$ cat src/rtl/mhsig_pkg.sv
// Shared types, codes and remainder helpers of the MinHash signature engine.
package mhsig_pkg;

  // Field widths of the input and result items.
  localparam int CMD_W      = 2;
  localparam int SLOT_FW    = 4;
  localparam int COEF_W     = 16;
  localparam int HASH_W     = 64;
  localparam int VAL_W      = 8;
  localparam int ACT_W      = 5;
  localparam int CFG_IDX_W  = 2;
  localparam int CFG_DATA_W = 8;

  // Results per emit never exceed this count.
  localparam int RESULT_LIMIT = 16;

  // Command codes.
  localparam logic [CMD_W-1:0] CMD_LOAD   = 2'd0;
  localparam logic [CMD_W-1:0] CMD_CLEAR  = 2'd1;
  localparam logic [CMD_W-1:0] CMD_ABSORB = 2'd2;
  localparam logic [CMD_W-1:0] CMD_EMIT   = 2'd3;

  // Configuration register indexes.
  localparam logic [CFG_IDX_W-1:0] CFG_ACTIVE  = 2'd0;
  localparam logic [CFG_IDX_W-1:0] CFG_MODULUS = 2'd1;

  typedef logic [VAL_W-1:0]   val_t;
  typedef logic [ACT_W-1:0]   cnt_t;
  typedef logic [SLOT_FW-1:0] sidx_t;

  localparam cnt_t ACTIVE_RST  = 5'd16;
  localparam val_t MODULUS_RST = 8'd37;
  localparam val_t MODULUS_MIN = 8'd2;

  // Element hash reduction: HASH_DIGIT bits per cycle.
  localparam int HASH_DIGIT = 4;
  localparam int HASH_ITERS = HASH_W / HASH_DIGIT;
  localparam int HCNT_W     = $clog2(HASH_ITERS);
  typedef logic [HCNT_W-1:0] hcnt_t;
  localparam hcnt_t HCNT_LAST = hcnt_t'(HASH_ITERS - 1);

  // a*x+b stays below 2^24 since x is below the modulus.
  localparam int PROD_W     = 24;
  localparam int REM_STAGES = 4;
  localparam int REM_STEPS  = PROD_W / REM_STAGES;
  typedef logic [PROD_W-1:0] prod_t;

  // Payload of one slot in the remainder pipeline.
  typedef struct packed {
    val_t  rem;
    prod_t bits;
    val_t  old;
    sidx_t slot;
  } stage_t;

  // One restoring step: shift in one bit, subtract the modulus once if needed.
  function automatic val_t rem_step(val_t r, logic b, val_t p);
    logic [VAL_W:0] t;
    t = {r, b};
    if (t >= {1'b0, p}) begin
      rem_step = val_t'(t - {1'b0, p});
    end else begin
      rem_step = val_t'(t);
    end
  endfunction

  function automatic val_t rem_hash_digit(val_t r, logic [HASH_DIGIT-1:0] d, val_t p);
    val_t acc;
    acc = r;
    for (int k = HASH_DIGIT - 1; k >= 0; k--) begin
      acc = rem_step(acc, d[k], p);
    end
    rem_hash_digit = acc;
  endfunction

  function automatic val_t rem_chunk(val_t r, logic [REM_STEPS-1:0] d, val_t p);
    val_t acc;
    acc = r;
    for (int k = REM_STEPS - 1; k >= 0; k--) begin
      acc = rem_step(acc, d[k], p);
    end
    rem_chunk = acc;
  endfunction

endpackage

$ cat src/rtl/minhash_signature_engine.sv
// MinHash signature engine: coefficient and signature memories with a modular update pipeline.
//
//   Channel | Direction | Handshake       | Payload
//   in_     | input     | valid / stall   | cmd, slot, mult_coef, add_coef, element_hash
//   out_    | output    | valid / stall   | sig_value, sig_slot, last
//   cfg_    | input     | valid / ready   | index, data (active_hashes, modulus)
//
// A load or clear request acts as it is taken and leaves the sequencer idle. An absorb request
// first reduces the 64-bit hash four bits a cycle, then one slot a cycle is read from the
// memories and streams through a multiply stage and four remainder stages. An emit request
// reads each slot in ST_EMIT_RD and moves it into the output register in ST_EMIT_LD, where it
// waits while the result side stalls.
// Reset clears the signature through per-slot valid bits at once; no clearing pass is run.
// A stalled result holds in the output register while the next request is already taken.
module minhash_signature_engine #(
  parameter int MAX_HASHES = 16
) (
  input  logic                                 clk,
  input  logic                                 rst_n,
  // Request channel.
  input  logic                                 in_valid,
  output logic                                 in_stall,
  input  logic [mhsig_pkg::CMD_W-1:0]          in_cmd,
  input  logic [mhsig_pkg::SLOT_FW-1:0]        in_slot,
  input  logic [mhsig_pkg::COEF_W-1:0]         in_mult_coef,
  input  logic [mhsig_pkg::COEF_W-1:0]         in_add_coef,
  input  logic [mhsig_pkg::HASH_W-1:0]         in_element_hash,
  // Result channel.
  output logic                                 out_valid,
  input  logic                                 out_stall,
  output logic [mhsig_pkg::VAL_W-1:0]          out_sig_value,
  output logic [mhsig_pkg::SLOT_FW-1:0]        out_sig_slot,
  output logic                                 out_last,
  // Configuration write channel.
  input  logic                                 cfg_valid,
  output logic                                 cfg_ready,
  input  logic [mhsig_pkg::CFG_IDX_W-1:0]      cfg_index,
  input  logic [mhsig_pkg::CFG_DATA_W-1:0]     cfg_data
);

  localparam int SLOT_W = (MAX_HASHES > 1) ? $clog2(MAX_HASHES) : 1;
  localparam int LIMIT_I = (MAX_HASHES < mhsig_pkg::RESULT_LIMIT) ?
                           MAX_HASHES : mhsig_pkg::RESULT_LIMIT;
  localparam mhsig_pkg::cnt_t LIMIT = mhsig_pkg::cnt_t'(LIMIT_I);
  localparam int LAST_ST = mhsig_pkg::REM_STAGES;
  localparam int COEF_MW = 2 * mhsig_pkg::COEF_W;

  // Sequencer states.
  localparam logic [2:0] ST_IDLE    = 3'd0;
  localparam logic [2:0] ST_MOD     = 3'd1;
  localparam logic [2:0] ST_ISSUE   = 3'd2;
  localparam logic [2:0] ST_DRAIN   = 3'd3;
  localparam logic [2:0] ST_EMIT_RD = 3'd4;
  localparam logic [2:0] ST_EMIT_LD = 3'd5;

  logic [2:0]               state_r, state_nxt;
  mhsig_pkg::sidx_t         idx_r, idx_nxt;
  mhsig_pkg::hcnt_t         hcnt_r;
  logic [mhsig_pkg::HASH_W-1:0] hash_r;
  mhsig_pkg::val_t          x_r;

  mhsig_pkg::cnt_t          active_r;
  mhsig_pkg::val_t          modulus_r;
  mhsig_pkg::val_t          clear_val_r;
  logic [MAX_HASHES-1:0]    sig_vld_r;

  // Coefficient pairs {a, b} and signature minimums.
  logic [COEF_MW-1:0]       coef_mem [MAX_HASHES];
  mhsig_pkg::val_t          sig_mem  [MAX_HASHES];

  logic                     rd_en;
  logic [SLOT_W-1:0]        rd_addr;
  logic [COEF_MW-1:0]       coef_rd_r;
  mhsig_pkg::val_t          sig_rd_r;
  logic                     sigv_rd_r;
  logic                     rd_vld_r;
  mhsig_pkg::sidx_t         rd_slot_r;

  logic [LAST_ST:0]         st_vld_r;
  mhsig_pkg::stage_t        st_r [LAST_ST+1];

  logic                     out_valid_r;
  mhsig_pkg::val_t          out_value_r;
  mhsig_pkg::sidx_t         out_slot_r;
  logic                     out_last_r;

  logic                     in_accept;
  logic                     cfg_accept;
  logic                     out_free;
  logic                     out_load;
  logic                     pipe_busy;
  logic                     idx_last;
  logic                     wb_en;
  logic [SLOT_W-1:0]        wb_addr;
  mhsig_pkg::val_t          eff_mod;
  mhsig_pkg::cnt_t          cnt_n;
  mhsig_pkg::val_t          slot_value;

  // Requests are taken only while the sequencer is idle; configuration is always taken.
  assign in_stall   = (state_r != ST_IDLE);
  assign in_accept  = in_valid && !in_stall;
  assign cfg_ready  = 1'b1;
  assign cfg_accept = cfg_valid && cfg_ready;

  // A modulus below two acts as two; the slot count saturates at the smaller of the table size and RESULT_LIMIT.
  assign eff_mod  = (modulus_r < mhsig_pkg::MODULUS_MIN) ? mhsig_pkg::MODULUS_MIN : modulus_r;
  assign cnt_n    = (active_r > LIMIT) ? LIMIT : active_r;
  assign idx_last = ((mhsig_pkg::cnt_t'(idx_r) + mhsig_pkg::cnt_t'(1)) == cnt_n);

  assign out_free  = !out_valid_r || !out_stall;
  assign pipe_busy = rd_vld_r || (|st_vld_r);

  // A slot never updated since the last clear reads as the modulus captured at that clear.
  assign slot_value = sigv_rd_r ? sig_rd_r : clear_val_r;

  // Sequencer: absorb reduces the hash, issues one slot a cycle and waits for the pipeline
  // to drain; emit reads a slot and moves it into the output register once that is free.
  always_comb begin
    state_nxt = state_r;
    idx_nxt   = idx_r;
    rd_en     = 1'b0;
    rd_addr   = SLOT_W'(idx_r);
    out_load  = 1'b0;
    unique case (state_r)
      ST_IDLE: begin
        if (in_accept) begin
          unique case (in_cmd)
            mhsig_pkg::CMD_ABSORB: begin
              if (cnt_n != '0) begin
                state_nxt = ST_MOD;
              end
            end
            mhsig_pkg::CMD_EMIT: begin
              if (cnt_n != '0) begin
                state_nxt = ST_EMIT_RD;
                idx_nxt   = '0;
              end
            end
            mhsig_pkg::CMD_LOAD, mhsig_pkg::CMD_CLEAR: begin
            end
          endcase
        end
      end
      ST_MOD: begin
        if (hcnt_r == mhsig_pkg::HCNT_LAST) begin
          state_nxt = ST_ISSUE;
          idx_nxt   = '0;
        end
      end
      ST_ISSUE: begin
        rd_en = 1'b1;
        if (idx_last) begin
          state_nxt = ST_DRAIN;
        end else begin
          idx_nxt = idx_r + mhsig_pkg::sidx_t'(1);
        end
      end
      ST_DRAIN: begin
        if (!pipe_busy) begin
          state_nxt = ST_IDLE;
        end
      end
      ST_EMIT_RD: begin
        rd_en     = 1'b1;
        state_nxt = ST_EMIT_LD;
      end
      ST_EMIT_LD: begin
        if (out_free) begin
          out_load = 1'b1;
          if (idx_last) begin
            state_nxt = ST_IDLE;
          end else begin
            idx_nxt   = idx_r + mhsig_pkg::sidx_t'(1);
            state_nxt = ST_EMIT_RD;
          end
        end
      end
      default: begin
        state_nxt = ST_IDLE;
      end
    endcase
  end

  always_ff @(posedge clk) begin
    if (!rst_n) begin
      state_r <= ST_IDLE;
      idx_r   <= '0;
    end else begin
      state_r <= state_nxt;
      idx_r   <= idx_nxt;
    end
  end

  // Configuration registers.
  always_ff @(posedge clk) begin
    if (!rst_n) begin
      active_r  <= mhsig_pkg::ACTIVE_RST;
      modulus_r <= mhsig_pkg::MODULUS_RST;
    end else if (cfg_accept) begin
      unique case (cfg_index)
        mhsig_pkg::CFG_ACTIVE:  active_r  <= cfg_data[mhsig_pkg::ACT_W-1:0];
        mhsig_pkg::CFG_MODULUS: modulus_r <= cfg_data;
        default: begin
        end
      endcase
    end
  end

  // Hash reduction, four bits a cycle, most significant first.
  always_ff @(posedge clk) begin
    if (!rst_n) begin
      hcnt_r <= '0;
    end else if (state_r == ST_IDLE) begin
      hcnt_r <= '0;
    end else if (state_r == ST_MOD) begin
      hcnt_r <= hcnt_r + mhsig_pkg::hcnt_t'(1);
    end
  end

  always_ff @(posedge clk) begin
    if (state_r == ST_IDLE) begin
      hash_r <= in_element_hash;
      x_r    <= '0;
    end else if (state_r == ST_MOD) begin
      x_r    <= mhsig_pkg::rem_hash_digit(
                  x_r, hash_r[mhsig_pkg::HASH_W-1 -: mhsig_pkg::HASH_DIGIT], eff_mod);
      hash_r <= hash_r << mhsig_pkg::HASH_DIGIT;
    end
  end

  // Coefficient memory: written by load requests, read one slot a cycle during absorb.
  always_ff @(posedge clk) begin
    if (in_accept && (in_cmd == mhsig_pkg::CMD_LOAD) && (int'(in_slot) < MAX_HASHES)) begin
      coef_mem[SLOT_W'(in_slot)] <= {in_mult_coef, in_add_coef};
    end
    if (rd_en) begin
      coef_rd_r <= coef_mem[rd_addr];
    end
  end

  // Signature memory: read by absorb and emit, written back at the end of the pipeline.
  assign wb_addr = SLOT_W'(st_r[LAST_ST].slot);
  assign wb_en   = st_vld_r[LAST_ST] && (st_r[LAST_ST].rem < st_r[LAST_ST].old);

  always_ff @(posedge clk) begin
    if (wb_en) begin
      sig_mem[wb_addr] <= st_r[LAST_ST].rem;
    end
    if (rd_en) begin
      sig_rd_r  <= sig_mem[rd_addr];
      sigv_rd_r <= sig_vld_r[rd_addr];
      rd_slot_r <= idx_r;
    end
  end

  // A clear drops every valid bit and captures the modulus as the value of unwritten slots.
  always_ff @(posedge clk) begin
    if (!rst_n) begin
      sig_vld_r   <= '0;
      clear_val_r <= mhsig_pkg::MODULUS_RST;
    end else if (in_accept && (in_cmd == mhsig_pkg::CMD_CLEAR)) begin
      sig_vld_r   <= '0;
      clear_val_r <= eff_mod;
    end else if (wb_en) begin
      sig_vld_r[wb_addr] <= 1'b1;
    end
  end

  // Update pipeline: multiply-add, then six remainder steps in each of four stages.
  always_ff @(posedge clk) begin
    if (!rst_n) begin
      rd_vld_r <= 1'b0;
      st_vld_r <= '0;
    end else begin
      rd_vld_r <= (state_r == ST_ISSUE);
      st_vld_r <= {st_vld_r[LAST_ST-1:0], rd_vld_r};
    end
  end

  always_ff @(posedge clk) begin
    st_r[0].rem  <= '0;
    st_r[0].bits <= mhsig_pkg::prod_t'(
                      mhsig_pkg::prod_t'(coef_rd_r[COEF_MW-1:mhsig_pkg::COEF_W]) *
                      mhsig_pkg::prod_t'(x_r))
                    + mhsig_pkg::prod_t'(coef_rd_r[mhsig_pkg::COEF_W-1:0]);
    st_r[0].old  <= slot_value;
    st_r[0].slot <= rd_slot_r;
    for (int k = 1; k <= LAST_ST; k++) begin
      st_r[k].rem  <= mhsig_pkg::rem_chunk(
                        st_r[k-1].rem,
                        st_r[k-1].bits[mhsig_pkg::PROD_W-1 -: mhsig_pkg::REM_STEPS],
                        eff_mod);
      st_r[k].bits <= st_r[k-1].bits << mhsig_pkg::REM_STEPS;
      st_r[k].old  <= st_r[k-1].old;
      st_r[k].slot <= st_r[k-1].slot;
    end
  end

  // Output register.
  always_ff @(posedge clk) begin
    if (!rst_n) begin
      out_valid_r <= 1'b0;
    end else if (out_load) begin
      out_valid_r <= 1'b1;
    end else if (out_valid_r && !out_stall) begin
      out_valid_r <= 1'b0;
    end
  end

  always_ff @(posedge clk) begin
    if (out_load) begin
      out_value_r <= slot_value;
      out_slot_r  <= idx_r;
      out_last_r  <= idx_last;
    end
  end

  assign out_valid     = out_valid_r;
  assign out_sig_value = out_value_r;
  assign out_sig_slot  = out_slot_r;
  assign out_last      = out_last_r;

`ifndef NO_ASSERTIONS
  // Results appear only from the emit load step.
  a_out_from_emit: assert property (@(posedge clk) disable iff (!rst_n)
    $rose(out_valid_r) |-> ($past(state_r) == ST_EMIT_LD))
    else $error("result raised outside the emit sequence");

  // The update pipeline holds slots only while an absorb is issuing or draining.
  a_pipe_in_absorb: assert property (@(posedge clk) disable iff (!rst_n)
    pipe_busy |-> ((state_r == ST_ISSUE) || (state_r == ST_DRAIN)))
    else $error("update pipeline busy outside absorb");

  // The hash reduction runs its full number of digits before slots are issued.
  a_mod_length: assert property (@(posedge clk) disable iff (!rst_n)
    (($past(state_r) == ST_MOD) && (state_r == ST_ISSUE)) |->
    ($past(hcnt_r) == mhsig_pkg::HCNT_LAST))
    else $error("hash reduction ended early");

  // Write-back never targets a slot at or beyond LIMIT.
  a_wb_slot: assert property (@(posedge clk) disable iff (!rst_n)
    st_vld_r[LAST_ST] |-> (mhsig_pkg::cnt_t'(st_r[LAST_ST].slot) < LIMIT))
    else $error("write-back slot out of range");

  // A taken result clears the output register unless a new one is loaded.
  a_out_drop: assert property (@(posedge clk) disable iff (!rst_n)
    (out_valid_r && !out_stall && (state_r != ST_EMIT_LD)) |=> !out_valid_r)
    else $error("result delivered twice");
`endif

endmodule
$ cat config.mk
export PLATFORM = sky130hd
export DESIGN_NAME = minhash_signature_engine
export DESIGN_NICKNAME = d
export VERILOG_FILES = /design/src/rtl/mhsig_pkg.sv /design/src/rtl/minhash_signature_engine.sv
export SDC_FILE = /design/constraint.sdc
export NUM_CORES = 2
export LEC_CHECK = 0
export BUFFER_PORTS_ARGS = -buffer_cell sky130_fd_sc_hd__buf_2
export CORE_ASPECT_RATIO = 0.9
export CORE_MARGIN = 2
export CORE_UTILIZATION = 30
export CTS_BUF_LIST = sky130_fd_sc_hd__clkbuf_4
export CTS_CLUSTER_DIAMETER = 60
export DETAILED_ROUTE_END_ITERATION = 8
export GPL_TIMING_DRIVEN = 1
export SLEW_MARGIN = 5
export SYNTH_ARGS = -nofsm -noshare
export SYNTH_HDL_FRONTEND = slang
export SYNTH_SLANG_ARGS = --single-unit
$ cat constraint.sdc
create_clock -name clk -period 19.7 [get_ports clk]
set_clock_uncertainty 0.05 [all_clocks]
set_input_delay 0 -clock clk [delete_from_list [all_inputs] [get_ports clk]]
set_output_delay 0 -clock clk [all_outputs]
set_load 0.01 [all_outputs]
==> results.json <==
{
  "synthArstFlopShare_pct": 0,
  "routed_via_density": 4.79,
  "cp.depth": 62,
  "worst-r2r-cell-count": 62,
  "grt_pass1_wl_mm": 187,
  "initial_core_util_pct": 30.2,
  "fin_tns_setup_ps": 0,
  "arrival_ps": 15920,
  "synth_top_area_share_pct": 46.2,
  "crit_family": "compound AO/OA/AOI/OAI gates",
  "worstSkewPairLatency_ps": 1170,
  "worstSetupStartpointType": "flop",
  "fillers": 15600,
  "fin_crit_sh_pct": 75.4,
  "antenna_found_initial": 11,
  "wl_met2_mm": 59.2,
  "drv_cap": 0,
  "reg2reg_from": "modulus_r[4]",
  "finalWeightedCongestion": 0.861,
  "drc": 0,
  "r2r_setup_slack_ps": 4840,
  "setup_viol": 0,
  "cpMaxStageDelayCell": "nor4_1",
  "r2r-end": "st_r[2][38]",
  "post_drt_wl_per_cell_um": 18.1,
  "wl_mm": 120,
  "dp_hpwl_mm": 74.2,
  "avgSynthCellArea_um2": 13.6,
  "crit_required_ps": 20760,
  "yosys-top-cells-count": "762 x edfxtp_1, 402 x nand2_1, 269 x ha_1",
  "yosysSeqAreaShare_pct": 54.9,
  "numCtsBuffers": 239,
  "endpoint": "st_r[2][38]",
  "overflow": 0,
  "postLayoutCoreUtil_pct": 36.1,
  "status": "completed",
  "cp-startpoint": "modulus_r[4]",
  "ys.flop_type": "edfxtp_1",
  "track_usage_pct": 14.2,
  "critPathBufInv": 6,
  "rsz0062_at_grt": "no",
  "synth.area.top_cells": "edfxtp_1 46%, mux4_2 9.3%, dfxtp_1 8.7%, ha_1 6.8%, fa_1 5.1%",
  "slowest_delay_ps": 590,
  "root_buffer": "clkbuf_4",
  "ys_ff_latch": 977,
  "path_class": "flop to flop",
  "clkSinkCount": 977,
  "synth_top_cell_by_area": "edfxtp_1",
  "synth_edf_count": 762,
  "met1_length_mm": 52.2,
  "die-height_um": 389,
  "min_period_ps": 14860,
  "drt_iter0_drc": 2055,
  "layout-drive-gt1-share_pct": 20.6,
  "endpoint_kind": "flop",
  "vias": 31600,
  "htree_num_levels": 4,
  "synth_cells": 3637,
  "dieArea_um2": 168000,
  "slew_viol_final": 0,
  "first_pass_iters": 7,
  "tightest_slew_ps": 1270,
  "cts.clk_slew.worst_paths_ps": 60,
  "syn_to_final_growth_pct": 19.5,
  "grt_max_degree": 67,
  "chipWidth_um": 432,
  "wl_met3_mm": 5.34,
  "fmax_mhz": 67.3,
  "syn-cell-area_um2": 49500,
  "post-cts-setup-buffers": 0,
  "postRouteAntennaNets": 0,
  "fin_nets": 4778,
  "synth_warnings": 0,
  "clk_path_buf_depth": 3,
  "min_path_type": "input port to flop",
  "maxUsedRoutingLayer": "met5",
  "ctsResizeCount": 0,
  "rows": 141,
  "critical_path.most_common_cell": "o21ai_0",
  "seq_area_um2": 27200,
  "io_buffers": 131,
  "slew_headroom_pct": 15.5,
  "ios": 133,
  "cts_tree": "done",
  "design.core.area_um2": 164000,
  "synth_cell_types": 86,
  "grt_pass1_vias": 32700,
  "postCtsHoldBufs": 295,
  "multi_input_area_um2": 21100,
  "whs_ps": 127,
  "finalHoldViolCount": 0,
  "cp_max_fo": 28,
  "yosysMostFrequentCell": "edfxtp_1"
}
-- worst min-delay path: stages --
cell	delay, ps
dlygate4sd3_1	520
buf_2	90
dlygate4sd3_1	530
nand2_1	50
nand2_1	50
-- layer usage --
layer | vias up | GRT usage [%]
met5 | - | 0
met4 | 8 | 5.12
met1 | 15700 | 18.3
met3 | 232 | 2.57
met2 | 788 | 24.0
li1 | 14900 | -
-- layout make-up --
cell class,count,share of cell area (%)
Antenna cell,7,0.0296
Clock buffer,356,4.52
Clock inverter,65,0.783
Inverter,246,1.56
Multi-Input combinational cell,2316,35.7
Sequential cell,977,46.0
Tap cell,2145,4.54
Timing Repair Buffer,485,6.85
-- cell usage in the layout (no fill, tap or decap), types with 12 or more instances in the layout --
cell,netlist,routed
nand4_1,25,25
ha_1,269,269
o21ai_0,141,141
nand3_1,39,39
a21o_1,47,47
edfxtp_1,762,762
nor2_1,153,140
a21oi_1,129,128
a21boi_0,19,19
o31a_1,14,14
fa_1,127,127
xnor2_1,95,95
mux4_2,205,205
o21bai_1,15,15
nand2b_1,33,33
clkbuf_4,0,356
xor2_1,57,57
nor2_4,0,13
a31oi_1,12,12
dfxtp_1,215,211
inv_1,245,244
clkinv_1,0,40
nor3_1,41,35
and2_1,69,69
mux2i_1,60,60
dlygate4sd3_1,0,295
o21a_1,40,40
nand2_1,402,402
buf_2,3,131
buf_4,1,59
mux2_2,81,81
nor2b_1,63,63
-- logic make-up (layout without fill, tap and decap cells) --
family	after synthesis	after routing	share of synthesized area, %
buf+inv	349	1152	2.66
xor+xnor	152	152	2.69
mux	351	351	12.5
simple gates	902	902	8.59
compound gates	508	508	6.63
other cells	2	14	0.0152
fa+ha+maj	396	396	11.9
flops	977	977	54.9
-- flip-flops by register name, summed over array words and instances, names as in the netlist, 5 cells and up --
register	flops
active_r	5
clear_val_r	8
sig_rd_r	8
st_vld_r	5
x_r	8
coef_mem	512
out_sig_value	8
sig_vld_r	16
hash_r	64
st_r	152
modulus_r	8
coef_rd_r	32
sig_mem	128
-- per-stage QoR --
stage,cell area (um^2),setup slack (ps),cells
after global placement,53000,5170,5874
after detailed placement,53000,4950,5874
after CTS,59100,4890,6590
after floorplan,49500,4650,3642
after global routing,59100,3210,6597
final,59100,4840,6597
-- worst min-delay path by stage --
stage | startpoint | endpoint | slack, ps | cells after the start
final | in_element_hash[60] | hash_r[60] | 130 | 5
after global routing | in_element_hash[35] | hash_r[35] | 60 | 5
after CTS | in_element_hash[55] | hash_r[55] | 1 | 5
after detailed placement | cfg_data[0] | modulus_r[0] | 200 | 3
after global placement | cfg_data[0] | modulus_r[0] | 190 | 3
after floorplan | in_add_coef[0] | coef_mem[0][0] | 50 | 0
Power is not shown: default switching activity piles up to over one toggle a cycle in this logic, so the estimate is an artifact.
